### src/rtl/core/mctb_pkg.sv
// Shared types, constants and action codes of the multi-channel timeout bank.
package mctb_pkg;

	// Number of timeout channels and the width of an index into them.
	localparam int CHANNELS = 16;
	localparam int CH_IDX_W = (CHANNELS > 1) ? $clog2(CHANNELS) : 1;

	// Fixed field widths.
	localparam int ACT_W  = 3;
	localparam int CHAN_W = 4;
	localparam int TICK_W = 32;

	// Depth of the result queue and the widths of its pointers and fill count.
	localparam int OUT_DEPTH = 4;
	localparam int OUT_PTR_W = $clog2(OUT_DEPTH);
	localparam int OUT_CNT_W = $clog2(OUT_DEPTH) + 1;

	// Action codes of an input item; the eighth code is unused and ignored.
	typedef enum logic [ACT_W-1:0] {
		ACT_TICK     = 3'd0,
		ACT_START    = 3'd1,
		ACT_STOP     = 3'd2,
		ACT_RESTART  = 3'd3,
		ACT_SETDLY   = 3'd4,
		ACT_QUERY    = 3'd5,
		ACT_QRESTART = 3'd6
	} action_t;

	// One channel's stored state.
	typedef struct packed {
		logic [TICK_W-1:0] stamp;
		logic [TICK_W-1:0] delay;
		logic              en;
	} entry_t;

	// One result item.
	typedef struct packed {
		logic [CHAN_W-1:0] channel_out;
		logic              expired;
		logic              expired_enabled;
		logic [TICK_W-1:0] ticks_remaining;
		logic [TICK_W-1:0] delay_setting;
		logic              running;
	} result_t;

endpackage

### src/rtl/core/mctb_in_if.sv
// Input channel of the timeout bank: handshake and one command item.
interface mctb_in_if
	import mctb_pkg::*;
();
	logic              valid;
	logic              ready;
	logic [ACT_W-1:0]  action;
	logic [CHAN_W-1:0] channel;
	logic [TICK_W-1:0] delay_ticks;

	modport source (output valid, output action, output channel, output delay_ticks,
		input ready);
	modport sink (input valid, input action, input channel, input delay_ticks,
		output ready);
endinterface

### src/rtl/core/mctb_out_if.sv
// Output channel of the timeout bank: handshake and one query result.
interface mctb_out_if
	import mctb_pkg::*;
();
	logic              valid;
	logic              ready;
	logic [CHAN_W-1:0] channel_out;
	logic              expired;
	logic              expired_enabled;
	logic [TICK_W-1:0] ticks_remaining;
	logic [TICK_W-1:0] delay_setting;
	logic              running;

	modport source (output valid, output channel_out, output expired,
		output expired_enabled, output ticks_remaining, output delay_setting,
		output running, input ready);
	modport sink (input valid, input channel_out, input expired,
		input expired_enabled, input ticks_remaining, input delay_setting,
		input running, output ready);
endinterface

### src/rtl/core/mctb_entry_ram.sv
// Channel state memory with registered read and per-entry valid bits.
module mctb_entry_ram
	import mctb_pkg::*;
(
	input  logic                clk,
	input  logic                arst_n,
	input  logic                rd_en,
	input  logic [CH_IDX_W-1:0] rd_addr,
	output entry_t              rd_data,
	input  logic                wr_en,
	input  logic [CH_IDX_W-1:0] wr_addr,
	input  entry_t              wr_data
);

	entry_t               mem [CHANNELS];
	logic [CHANNELS-1:0]  vld_q;
	entry_t               raw_q;
	logic                 rd_vld_q;

	// Storage array, written and read synchronously.
	always_ff @(posedge clk) begin
		if (wr_en) begin
			mem[wr_addr] <= wr_data;
		end
		if (rd_en) begin
			raw_q <= mem[rd_addr];
		end
	end

	// Valid bits: an entry never written since reset reads as all zero.
	always_ff @(posedge clk or negedge arst_n) begin
		if (!arst_n) begin
			vld_q    <= '0;
			rd_vld_q <= 1'b0;
		end else begin
			if (wr_en) begin
				vld_q[wr_addr] <= 1'b1;
			end
			if (rd_en) begin
				rd_vld_q <= vld_q[rd_addr];
			end
		end
	end

	assign rd_data = rd_vld_q ? raw_q : '0;

endmodule

### src/rtl/core/mctb_out_fifo.sv
// Result queue that decouples the query pipeline from the output channel.
module mctb_out_fifo
	import mctb_pkg::*;
(
	input  logic                 clk,
	input  logic                 arst_n,
	input  logic                 push,
	input  result_t              push_data,
	output logic [OUT_CNT_W-1:0] count,
	mctb_out_if.source           rsp
);

	result_t              buf_q [OUT_DEPTH];
	logic [OUT_PTR_W-1:0] wr_ptr_q;
	logic [OUT_PTR_W-1:0] rd_ptr_q;
	logic [OUT_CNT_W-1:0] cnt_q;
	logic                 pop;
	result_t              head;

	assign pop  = rsp.valid && rsp.ready;
	assign head = buf_q[rd_ptr_q];

	// Entry storage.
	always_ff @(posedge clk) begin
		if (push) begin
			buf_q[wr_ptr_q] <= push_data;
		end
	end

	// Pointers and fill count.
	always_ff @(posedge clk or negedge arst_n) begin
		if (!arst_n) begin
			wr_ptr_q <= '0;
			rd_ptr_q <= '0;
			cnt_q    <= '0;
		end else begin
			if (push) begin
				wr_ptr_q <= wr_ptr_q + OUT_PTR_W'(1);
			end
			if (pop) begin
				rd_ptr_q <= rd_ptr_q + OUT_PTR_W'(1);
			end
			if (push && !pop) begin
				cnt_q <= cnt_q + OUT_CNT_W'(1);
			end else if (pop && !push) begin
				cnt_q <= cnt_q - OUT_CNT_W'(1);
			end
		end
	end

	assign count               = cnt_q;
	assign rsp.valid           = (cnt_q != '0);
	assign rsp.channel_out     = head.channel_out;
	assign rsp.expired         = head.expired;
	assign rsp.expired_enabled = head.expired_enabled;
	assign rsp.ticks_remaining = head.ticks_remaining;
	assign rsp.delay_setting   = head.delay_setting;
	assign rsp.running         = head.running;

endmodule

### src/rtl/core/multi_channel_timeout_bank.sv
// Top level of the multi-channel timeout bank: command decode and query pipeline.
// The bank takes one command transfer per clock cycle while ready is high. Tick
// commands advance the shared 32-bit counter in place; each in-range channel
// command reads the addressed entry from a single-port-read memory in the transfer
// cycle, and those that change it write it back in the next cycle, with the pending
// write forwarded when back-to-back commands address the same channel. A query's
// result passes through the stage-1 and stage-2 registers into a four-entry result
// queue; input ready drops only while that queue plus queries still in flight could
// not hold another result, so one command per cycle is sustained as long as results
// are taken. Reset clears all channels at once via per-channel valid bits, no sweep.
module multi_channel_timeout_bank
	import mctb_pkg::*;
(
	input  logic       clk,
	input  logic       arst_n,
	mctb_in_if.sink    req,
	mctb_out_if.source rsp
);

	logic [TICK_W-1:0]    tick_q;
	logic                 acc;
	action_t              act_in;
	logic                 in_range;
	logic                 is_chan_op;
	logic [CH_IDX_W-1:0]  idx_in;

	logic                 vld_s1;
	action_t              act_s1;
	logic [CH_IDX_W-1:0]  idx_s1;
	logic [CHAN_W-1:0]    ch_s1;
	logic [TICK_W-1:0]    dly_s1;
	logic [TICK_W-1:0]    tick_s1;
	logic                 fwd_s1;
	entry_t               fwd_entry_s1;

	entry_t               ram_rd;
	entry_t               cur_s1;
	entry_t               new_s1;
	logic                 wr_s1;
	logic                 qry_s1;

	logic                 vld_s2;
	logic [CHAN_W-1:0]    ch_s2;
	logic [TICK_W-1:0]    elapsed_s2;
	logic [TICK_W-1:0]    delay_s2;
	logic                 en_s2;

	logic                 expired_s2;
	result_t              res_s2;
	logic [OUT_CNT_W-1:0] fifo_cnt;
	logic [OUT_CNT_W-1:0] pending;

	// Input decode.
	assign acc        = req.valid && req.ready;
	assign act_in     = action_t'(req.action);
	assign in_range   = (32'(req.channel) < 32'(CHANNELS));
	assign idx_in     = CH_IDX_W'(req.channel);
	assign is_chan_op = in_range && (act_in inside {ACT_START, ACT_STOP, ACT_RESTART,
		ACT_SETDLY, ACT_QUERY, ACT_QRESTART});

	// Space check: queued results plus queries still in the pipeline.
	assign pending   = fifo_cnt + OUT_CNT_W'(qry_s1) + OUT_CNT_W'(vld_s2);
	assign req.ready = (pending < OUT_CNT_W'(OUT_DEPTH));

	// Shared tick counter.
	always_ff @(posedge clk or negedge arst_n) begin
		if (!arst_n) begin
			tick_q <= '0;
		end else if (acc && act_in == ACT_TICK) begin
			tick_q <= tick_q + TICK_W'(1);
		end
	end

	// Stage 1 control.
	always_ff @(posedge clk or negedge arst_n) begin
		if (!arst_n) begin
			vld_s1 <= 1'b0;
			fwd_s1 <= 1'b0;
		end else begin
			vld_s1 <= acc && is_chan_op;
			fwd_s1 <= acc && is_chan_op && wr_s1 && (idx_s1 == idx_in);
		end
	end

	// Stage 1 payload.
	always_ff @(posedge clk) begin
		if (acc) begin
			act_s1       <= act_in;
			idx_s1       <= idx_in;
			ch_s1        <= req.channel;
			dly_s1       <= req.delay_ticks;
			tick_s1      <= tick_q;
			fwd_entry_s1 <= new_s1;
		end
	end

	mctb_entry_ram u_ram (
		.clk     (clk),
		.arst_n  (arst_n),
		.rd_en   (acc && is_chan_op),
		.rd_addr (idx_in),
		.rd_data (ram_rd),
		.wr_en   (wr_s1),
		.wr_addr (idx_s1),
		.wr_data (new_s1)
	);

	// Modify step: the entry as it stands, then the updated entry for write-back.
	assign cur_s1 = fwd_s1 ? fwd_entry_s1 : ram_rd;
	assign qry_s1 = vld_s1 && (act_s1 inside {ACT_QUERY, ACT_QRESTART});

	always_comb begin
		new_s1 = cur_s1;
		wr_s1  = 1'b0;
		if (vld_s1) begin
			case (act_s1)
				ACT_START: begin
					new_s1.stamp = tick_s1;
					new_s1.en    = 1'b1;
					wr_s1        = 1'b1;
				end
				ACT_STOP: begin
					new_s1.en = 1'b0;
					wr_s1     = 1'b1;
				end
				ACT_RESTART, ACT_QRESTART: begin
					new_s1.stamp = tick_s1;
					wr_s1        = 1'b1;
				end
				ACT_SETDLY: begin
					new_s1.delay = dly_s1;
					wr_s1        = 1'b1;
				end
				default: begin
					wr_s1 = 1'b0;
				end
			endcase
		end
	end

	// Stage 2: elapsed ticks of the queried channel.
	always_ff @(posedge clk or negedge arst_n) begin
		if (!arst_n) begin
			vld_s2 <= 1'b0;
		end else begin
			vld_s2 <= qry_s1;
		end
	end

	always_ff @(posedge clk) begin
		if (qry_s1) begin
			ch_s2      <= ch_s1;
			elapsed_s2 <= tick_s1 - cur_s1.stamp;
			delay_s2   <= cur_s1.delay;
			en_s2      <= cur_s1.en;
		end
	end

	// Expiry compare and remaining time.
	assign expired_s2             = (elapsed_s2 > delay_s2);
	assign res_s2.channel_out     = ch_s2;
	assign res_s2.expired         = expired_s2;
	assign res_s2.expired_enabled = expired_s2 && en_s2;
	assign res_s2.ticks_remaining = expired_s2 ? '0 : (delay_s2 - elapsed_s2);
	assign res_s2.delay_setting   = delay_s2;
	assign res_s2.running         = en_s2;

	mctb_out_fifo u_fifo (
		.clk       (clk),
		.arst_n    (arst_n),
		.push      (vld_s2),
		.push_data (res_s2),
		.count     (fifo_cnt),
		.rsp       (rsp)
	);

endmodule

### src/flat_wrapper.sv
// flat-port wrapper written by rule: the top's interface ports become plain ports
module multi_channel_timeout_bank_flat import mctb_pkg::*;
  (clk, arst_n, req_valid, req_action, req_channel, req_delay_ticks, req_ready, rsp_valid, rsp_channel_out, rsp_expired, rsp_expired_enabled, rsp_ticks_remaining, rsp_delay_setting, rsp_running, rsp_ready);
  mctb_in_if req_i ();
  mctb_out_if rsp_i ();
  input  logic clk;
  input  logic arst_n;
  input wire logic [$bits(req_i.valid)-1:0] req_valid;
  input wire logic [$bits(req_i.action)-1:0] req_action;
  input wire logic [$bits(req_i.channel)-1:0] req_channel;
  input wire logic [$bits(req_i.delay_ticks)-1:0] req_delay_ticks;
  output wire logic [$bits(req_i.ready)-1:0] req_ready;
  output wire logic [$bits(rsp_i.valid)-1:0] rsp_valid;
  output wire logic [$bits(rsp_i.channel_out)-1:0] rsp_channel_out;
  output wire logic [$bits(rsp_i.expired)-1:0] rsp_expired;
  output wire logic [$bits(rsp_i.expired_enabled)-1:0] rsp_expired_enabled;
  output wire logic [$bits(rsp_i.ticks_remaining)-1:0] rsp_ticks_remaining;
  output wire logic [$bits(rsp_i.delay_setting)-1:0] rsp_delay_setting;
  output wire logic [$bits(rsp_i.running)-1:0] rsp_running;
  input wire logic [$bits(rsp_i.ready)-1:0] rsp_ready;
  assign req_i.valid = req_valid;
  assign req_i.action = req_action;
  assign req_i.channel = req_channel;
  assign req_i.delay_ticks = req_delay_ticks;
  assign req_ready = req_i.ready;
  assign rsp_valid = rsp_i.valid;
  assign rsp_channel_out = rsp_i.channel_out;
  assign rsp_expired = rsp_i.expired;
  assign rsp_expired_enabled = rsp_i.expired_enabled;
  assign rsp_ticks_remaining = rsp_i.ticks_remaining;
  assign rsp_delay_setting = rsp_i.delay_setting;
  assign rsp_running = rsp_i.running;
  assign rsp_i.ready = rsp_ready;
  multi_channel_timeout_bank u_core (.clk(clk), .arst_n(arst_n), .req(req_i), .rsp(rsp_i));
endmodule
### config.mk
export PLATFORM = sky130hd
export DESIGN_NAME = multi_channel_timeout_bank_flat
export DESIGN_NICKNAME = d
export VERILOG_FILES = /design/src/rtl/core/mctb_pkg.sv /design/src/rtl/core/mctb_in_if.sv /design/src/rtl/core/mctb_out_if.sv /design/src/rtl/core/mctb_entry_ram.sv /design/src/rtl/core/mctb_out_fifo.sv /design/src/rtl/core/multi_channel_timeout_bank.sv /design/src/flat_wrapper.sv
export SDC_FILE = /design/constraint.sdc
export NUM_CORES = 1
export LEC_CHECK = 0
export BUFFER_PORTS_ARGS = -buffer_cell sky130_fd_sc_hd__buf_2
export CELL_PAD_IN_SITES_DETAIL_PLACEMENT = 1
export CELL_PAD_IN_SITES_GLOBAL_PLACEMENT = 2
export CORE_UTILIZATION = 54
export CTS_CLUSTER_SIZE = 30
export DETAILED_ROUTE_END_ITERATION = 7
export MAX_ROUTING_LAYER = met4
export PLACE_DENSITY_LB_ADDON = 0.1
export SYNTH_ARGS = -nofsm -noshare
export SYNTH_HDL_FRONTEND = slang
export SYNTH_SLANG_ARGS = --single-unit
### constraint.sdc
create_clock -name clk -period 18.9 [get_ports clk]
set_input_delay 3.78 -clock clk [delete_from_list [all_inputs] [get_ports clk]]
set_output_delay 3.78 -clock clk [all_outputs]
set_load 0.1 [all_outputs]
==> impl_metrics.ini, run 1 <==
[synthesis]
synth_seq_cells = 1653
syn-cell-area_mm2 = 0.0652
synth-main-ff-cell = edfxtp_1
synth_nets = 3215
ys_types = 86
synth_seq_area_share_pct = 75.6
synth-edff-count = 1594
syn_avg_cell_area_um2 = 21.0
synth_largest_area_cell = edfxtp_1
synth_warnings = 0
ys_top_cells_by_area = edfxtp_1, mux4_2, dfrtp_1
yosysTopAreaCellShare_pct = 73.4
synthCells = 3112
ys_async_sr_fraction_pct = 3.57

[critical_path]
reg2reg_to = u_core.elapsed_s2[14]
criticalPathCategory = flip-flop to output port
crit_arrival_ns = 3.48
reg2reg_slack_ns = 13.31
max_stage_delay_ns = 0.94
critPathTopFamily = buffers and inverters
worstSetupStartpoint = u_core.u_fifo.rd_ptr_q[0]
crit_path_cell_trace = buf_4, mux4_2, buf_2
rr_startpoint = u_core.u_ram.rd_vld_q
required_ns = 15.12
cp-start-kind = flip-flop
cp_slowest_cell = dfrtp_4
worst-path-buf-inv = 2
r2r_cells = 14
critPathCaptureType = output port
worstPathMaxFanout = 38

[power_and_ir_drop]
peakVddDrop_mv = 0.149
power_density_mw_per_mm2 = 140
p_leak_uw = 0.0243

[route]
wl_met3_um = 10300
via_per_inst = 6.25
drtAntennaViolNets = 0
drt_iter0_drc = 3349
wirelength_um = 160000
vias = 31700
met1Wirelength_um = 66700
dr_wl_met2_um = 80400
drt_pre_antenna_iters = 5
wl_per_cell_um = 31.6
top_layer_used = met4
drc = 0

[sta]
slew_headroom_pct = 4.98
whs_ns = 0.468
max_freq_mhz = 138
fin_setup_tns_ns = 0
finalCritPeriodShare_pct = 38.4
setup_violations = 0
slew_violations = 0
fin_skew_ns = 0.0297
tightest_slew_ns = 1.43
fin_crit_ns = 7.25
rsz0062_at_grt = no
hold_violations = 0

[floorplanning]
core.rowCount = 127
die_h_um = 350
die_w_um = 350
dieArea_mm2 = 0.122
core_mm2 = 0.120
ios = 116
start_util_pct = 54.4

[placed_design]
port_buffers = 115
routabilityCongestion = 0.840
dpl_cell_area_mm2 = 0.0679
hpwl_um = 90000

[clock_tree]
clkTransAtPathRegs_ns = 0.07
clock_latency_ns = 0.80
numCtsBuffers = 167
clockRootBuffer = clkbuf_16
ctsLongestPathBuffers = 3
clock-sinks = 1653
cts_tree = done
hold_buffers = 0
post_cts.resized_instances = 0
htreeDepth = 4
cts_setup_buffers = 0

[global_route]
grt_pass1_vias = 33700
grt_max_degree = 97
gr-total-overflow = 0
antenna_found_initial = 13
grt_pass1_wl_um = 234000
grtUsageTotal_pct = 27.8

[cells_and_area]
fin_util_pct = 61.4
fin_area_mm2 = 0.0735
drive_gt1_share_pct = 26.8
final_cell_mix = edfxtp_1, mux4_2, clkbuf_16, buf_2, nor2_1
layout_commonest_cell = edfxtp_1
area_delta_synth_final_pct = 12.7
final_nets = 3424

[status]
status = finished, final reports clean

[flow_run]
cap_violations = 0

[min_path]
hp-start = u_core.u_ram.vld_q[4]
hold_class = flip-flop to flip-flop
worstHoldPathCells = 1
whs_endpoint = u_core.u_ram.vld_q[4]
==> power by group <==
group,switching (µW),internal (µW),total (µW)
registers,150,4580,4730
clock network,1380,1950,3320
logic,1670,572,2250
==> worst max path at each step <==
stage	cells after the start	to	slack, ns
CTS	3	rsp_ticks_remaining[5]	11.47
floorplan	3	u_core.u_ram.raw_q[0]	9.57
finish	3	rsp_ticks_remaining[5]	11.65
global route	3	rsp_ticks_remaining[4]	11.37
detailed placement	5	u_core.u_ram.raw_q[24]	11.13
global placement	5	u_core.u_ram.raw_q[25]	11.19
==> registers in the layout, summed over array words and instances, names as in the netlist, 3 cells and up <==
| name | cells |
|---|---|
| u_core.tick_q | 32 |
| u_core.u_fifo.buf_q | 284 |
| u_core.tick_s1 | 32 |
| u_core.ch_s2 | 4 |
| u_core.u_ram.raw_q | 65 |
| u_core.elapsed_s2 | 32 |
| u_core.u_ram.vld_q | 16 |
| u_core.dly_s1 | 32 |
| u_core.ch_s1 | 4 |
| u_core.u_fifo.count | 3 |
| u_core.delay_s2 | 32 |
| u_core.act_s1 | 3 |
| u_core.u_ram.mem | 1040 |
| u_core.fwd_entry_s1 | 65 |
==> through the flow <==
stage | std cells | setup WS (ns) | total power, µW
global route | 5075 | 11.37 | 10600
detailed placement | 4764 | 11.13 | 7060
finish | 5075 | 11.65 | 10300
CTS | 5073 | 11.47 | 10400
floorplan | 3112 | 9.57 | 6400
global placement | 4764 | 11.19 | 6980
==> final cells by class <==
type,count,area [µm²]
Clock inverter,98,1070
Tap cell,1612,2020
Inverter,65,245
Multi-Input combinational cell,1257,15300
Timing Repair Buffer,177,1080
Antenna cell,2,5.00
Sequential cell,1653,49400
Fill cell,9944,46300
Clock buffer,211,4480
==> Yosys cell counts, drive strengths merged (4+ instances only) <==
cell / count
o31ai: 11
o21ai: 35
nand2b: 12
a211oi: 8
clkbuf: 88
xnor2: 62
o21bai: 7
a21boi: 6
and2: 18
a21oi: 79
nand3: 28
nand3b: 14
edfxtp: 1594
inv: 65
xor2: 41
and3: 14
o21a: 4
nand2: 62
a22o: 35
a221oi: 8
mux4: 401
nor3: 20
and3b: 5
or3: 7
nor2b: 9
a31oi: 14
buf: 49
mux2: 36
nand4: 11
a21o: 22
a211o: 5
ha: 57
a22oi: 22
maj3: 11
o31a: 4
dfrtp: 59
or2: 19
nor2: 120
==> worst reg2reg max path: cells and delay by family (launching register included) <==
family | cells | cell delay [ns]
AOI/OAI and AO/OA | 6 | 1.52
xor gates and xnor gates | 1 | 0.32
adders and majority gates | 3 | 1.02
buffers and inverters | 2 | 1.15
DFF | 1 | 0.88
and+or+nand+nor | 2 | 0.46
==> routing by layer <==
metal,global-route usage [%],up-vias
li1,-,13300
met1,38.3,17100
met2,44.5,1125
met3,3.90,206
met4,6.73,0
met5,-,-
==> kinds of logic (layout without fill, tap and decap cells) <==
kind of cell	after synthesis	in the layout	synth area share [%]
other	0	2	0
buffers and inverters	202	551	1.20
muxes	439	439	14.5
xor gates and xnor gates	103	103	1.38
adders and majority gates	71	71	1.36
and+or+nand+nor	360	360	2.89
AOI/OAI and AO/OA	284	284	3.03
DFF	1653	1653	75.6
Power figures use the tool's default switching activity.
==> run 2: changes to the inputs <==
Settings changed: ABC_AREA from default to 1, CORE_UTILIZATION 54 to 45.
Clock period 18.9 ns to 7.3 ns, I/O delays scaled along.
==> run 2 against run 1 <==
Via count is 32% higher. Synthesized area is 4.9% higher. Count of clock-buffer cells in the layout is 26 higher.
==> impl_metrics.ini, run 2 <==
[clock_tree]
cts_setup_buffers = 0
clockRootBuffer = clkbuf_16
clock_latency_ns = 0.79
ctsLongestPathBuffers = 3
post_cts.resized_instances = 0
numCtsBuffers = 175
htreeDepth = 4
hold_buffers = 0
clkTransAtPathRegs_ns = 0.06
cts_tree = done
clock-sinks = 1653

[synthesis]
synth_largest_area_cell = edfxtp_1
synth_warnings = 0
synth-compound-area-share_pct = 9.80
synth_xor_area_share_pct = 1.00
synth_nets = 5146
syn_avg_cell_area_um2 = 13.6
synth-edff-count = 1594
synth_seq_cells = 1653
synth_simple_gate_area_share_pct = 8.97
synth_top_family_by_area = compound AO/OA/AOI/OAI gates
synth_seq_area_share_pct = 72.1
ys_top_cells_by_area = edfxtp_1, nor2_1, o21ai_0
syn-cell-area_mm2 = 0.0684
synth_fa_ha_area_share_pct = 1.13
synthTopCellsByCount = edfxtp_1, nor2_1, nand2_1
yosysTopAreaCellShare_pct = 70.0
synthCells = 5043
synthMostInstantiatedCell = edfxtp_1
synth-main-ff-cell = edfxtp_1
ys_types = 53
ys_async_sr_fraction_pct = 3.57
muxShareOfSynthArea_pct = 3.76

[placed_design]
hpwl_um = 113000
port_buffers = 115
dpl_cell_area_mm2 = 0.0711
routabilityCongestion = 0.895
dp_slack_ns = 2.94

[global_route]
antenna_found_initial = 1
grtUsageTotal_pct = 26.3
grt_pass1_wl_um = 288000
gr-total-overflow = 0
grt_max_degree = 159
grt_pass1_vias = 42800

[cells_and_area]
top_regs = u_core.u_ram.mem: 1040 flops, u_core.u_fifo.buf_q: 284 flops
final_cell_mix = edfxtp_1, nor2_1, nand2_1, o21ai_0, o221ai_1
diodes = 0
regArea_mm2 = 0.0494
nFillCells = 14900
fin_area_mm2 = 0.0768
largest_register_ffs = 1040
multiInputGateArea_mm2 = 0.0170
area_delta_synth_final_pct = 12.2
layout_commonest_cell = edfxtp_1
final_nets = 5243
drive_gt1_share_pct = 12.0
largest_register = u_core.u_ram.mem

[power_and_ir_drop]
clockPowerShare_pct = 31.0
seq_power_share_pct = 43.7
p_sw_uw = 9740
p_leak_uw = 0.0269
intPower_uw = 18200
swShare_pct = 34.9
peakVddDrop_mv = 0.341
power_frac_comb_pct = 25.3
power_density_mw_per_mm2 = 364

[sta]
max_freq_mhz = 194
rsz0062_at_grt = no
slew_violations = 0
fin_ws_ns = 2.15
slew_headroom_pct = 9.89
fin_crit_ns = 5.15
finalCritPeriodShare_pct = 70.6
setup_violations = 0
fin_skew_ns = 0.0259
hold_violations = 0
fin_setup_tns_ns = 0
tightest_slew_ns = 1.35

[route]
drt_iter0_drc = 2968
vias = 41800
wl_per_cell_um = 26.9
wirelength_um = 196000
drc = 0
via_per_inst = 5.73
drt_pre_antenna_iters = 5
drtAntennaViolNets = 0

[floorplanning]
dieArea_mm2 = 0.154
die_h_um = 392
core_mm2 = 0.150
ios = 116
start_util_pct = 45.5
core.rowCount = 142
die_w_um = 392

[critical_path]
crit_arrival_ns = 3.69
criticalPathCategory = flip-flop to output port
worstPathMaxFanout = 79
required_ns = 5.84
cp-start-kind = flip-flop
critPathCaptureType = output port

[min_path]
hold_class = flip-flop to flip-flop

[flow_run]
cap_violations = 0

[status]
status = finished, final reports clean
run 2: changes by cell type in the layout (fill, tap and decap cells not counted), moves of 25 or more:
cell      previous run  this run
nor2_1             104       631
nand2_1             61       481
o21ai_0             31       441
mux4_2             401         0
o221ai_1             0       222
mux2i_1              2       220
inv_1               64       219
nand3_1             27       174
o22ai_1              2        72
o32ai_1              0        41
o211ai_1             2        42
o21ai_2              1        30
xnor2_1             62        35
nand2_2              1        26
run 2: critical path: stages, from the launching register on:
cell and delay [ns]:
dfrtp_4 0.71, inv_4 0.65, buf_4 0.59, o21ai_0 0.15
o22ai_1 0.24, buf_2 0.48
run 2: metrics by stage:
step           hold WS [ns]  total power (µW)  util (%)  std cells
2_1_floorplan         0.434             17300         -       5043
3_3_place_gp          0.447             19400      47.3       6977
3_5_place_dp          0.448             19500      47.3       6977
4_1_cts               0.463             28200      51.1       7299
5_1_grt               0.483             29000      51.1       7301
6_report              0.462             27900      51.1       7301
run 2: area by class of cell:
type	count	share of cell area (%)
Sequential cell	1653	64.3
Multi-Input combinational cell	2874	22.2
Clock buffer	237	6.22
Tap cell	2016	3.29
Timing Repair Buffer	197	1.71
Inverter	239	1.21
Clock inverter	85	1.08
run 2: power by group through the flow:
stage          combinational [µW]  clock, µW  sequential [µW]
6_report                     7060       8670            12200
5_1_grt                      7570       9180            12200
3_3_place_gp                 7000          0            12400
4_1_cts                      7120       8860            12200
3_5_place_dp                 7090          0            12400
2_1_floorplan                5080          0            12200
run 2: cell families (layout without fill, tap and decap cells):
| family | count (synthesis) | count (layout) |
|---|---|---|
| flip-flops | 1653 | 1653 |
| AND/OR/NAND/NOR | 1454 | 1454 |
| adder cells (fa/ha/maj) | 60 | 60 |
| AO/OA/AOI/OAI | 1031 | 1031 |
| multiplexers | 253 | 253 |
| XOR/XNOR | 76 | 76 |
| buffers and inverters | 516 | 758 |
run 2: final timing paths:
path	slack (ns)	cells after the start	start	to
min	0.46	1	u_core.u_ram.vld_q[6]	u_core.u_ram.vld_q[6]
min reg2reg	0.46	1	u_core.u_ram.vld_q[6]	u_core.u_ram.vld_q[6]
max in group asynchronous	5.71	2	arst_n	u_core.fwd_s1
min in group asynchronous	0.87	2	arst_n	u_core.u_fifo.rd_ptr_q[0]
max	2.15	5	u_core.u_fifo.rd_ptr_q[0]	rsp_ticks_remaining[9]
max reg2reg	3.06	12	u_core.u_ram.rd_vld_q	u_core.elapsed_s2[30]
run 2: routing by layer:
metal | wire length, µm | track usage [%]
met4 | 4450 | 6.63
met1 | 87500 | 35.4
met3 | 8030 | 2.94
met2 | 96300 | 42.8
met5 | 0 | -
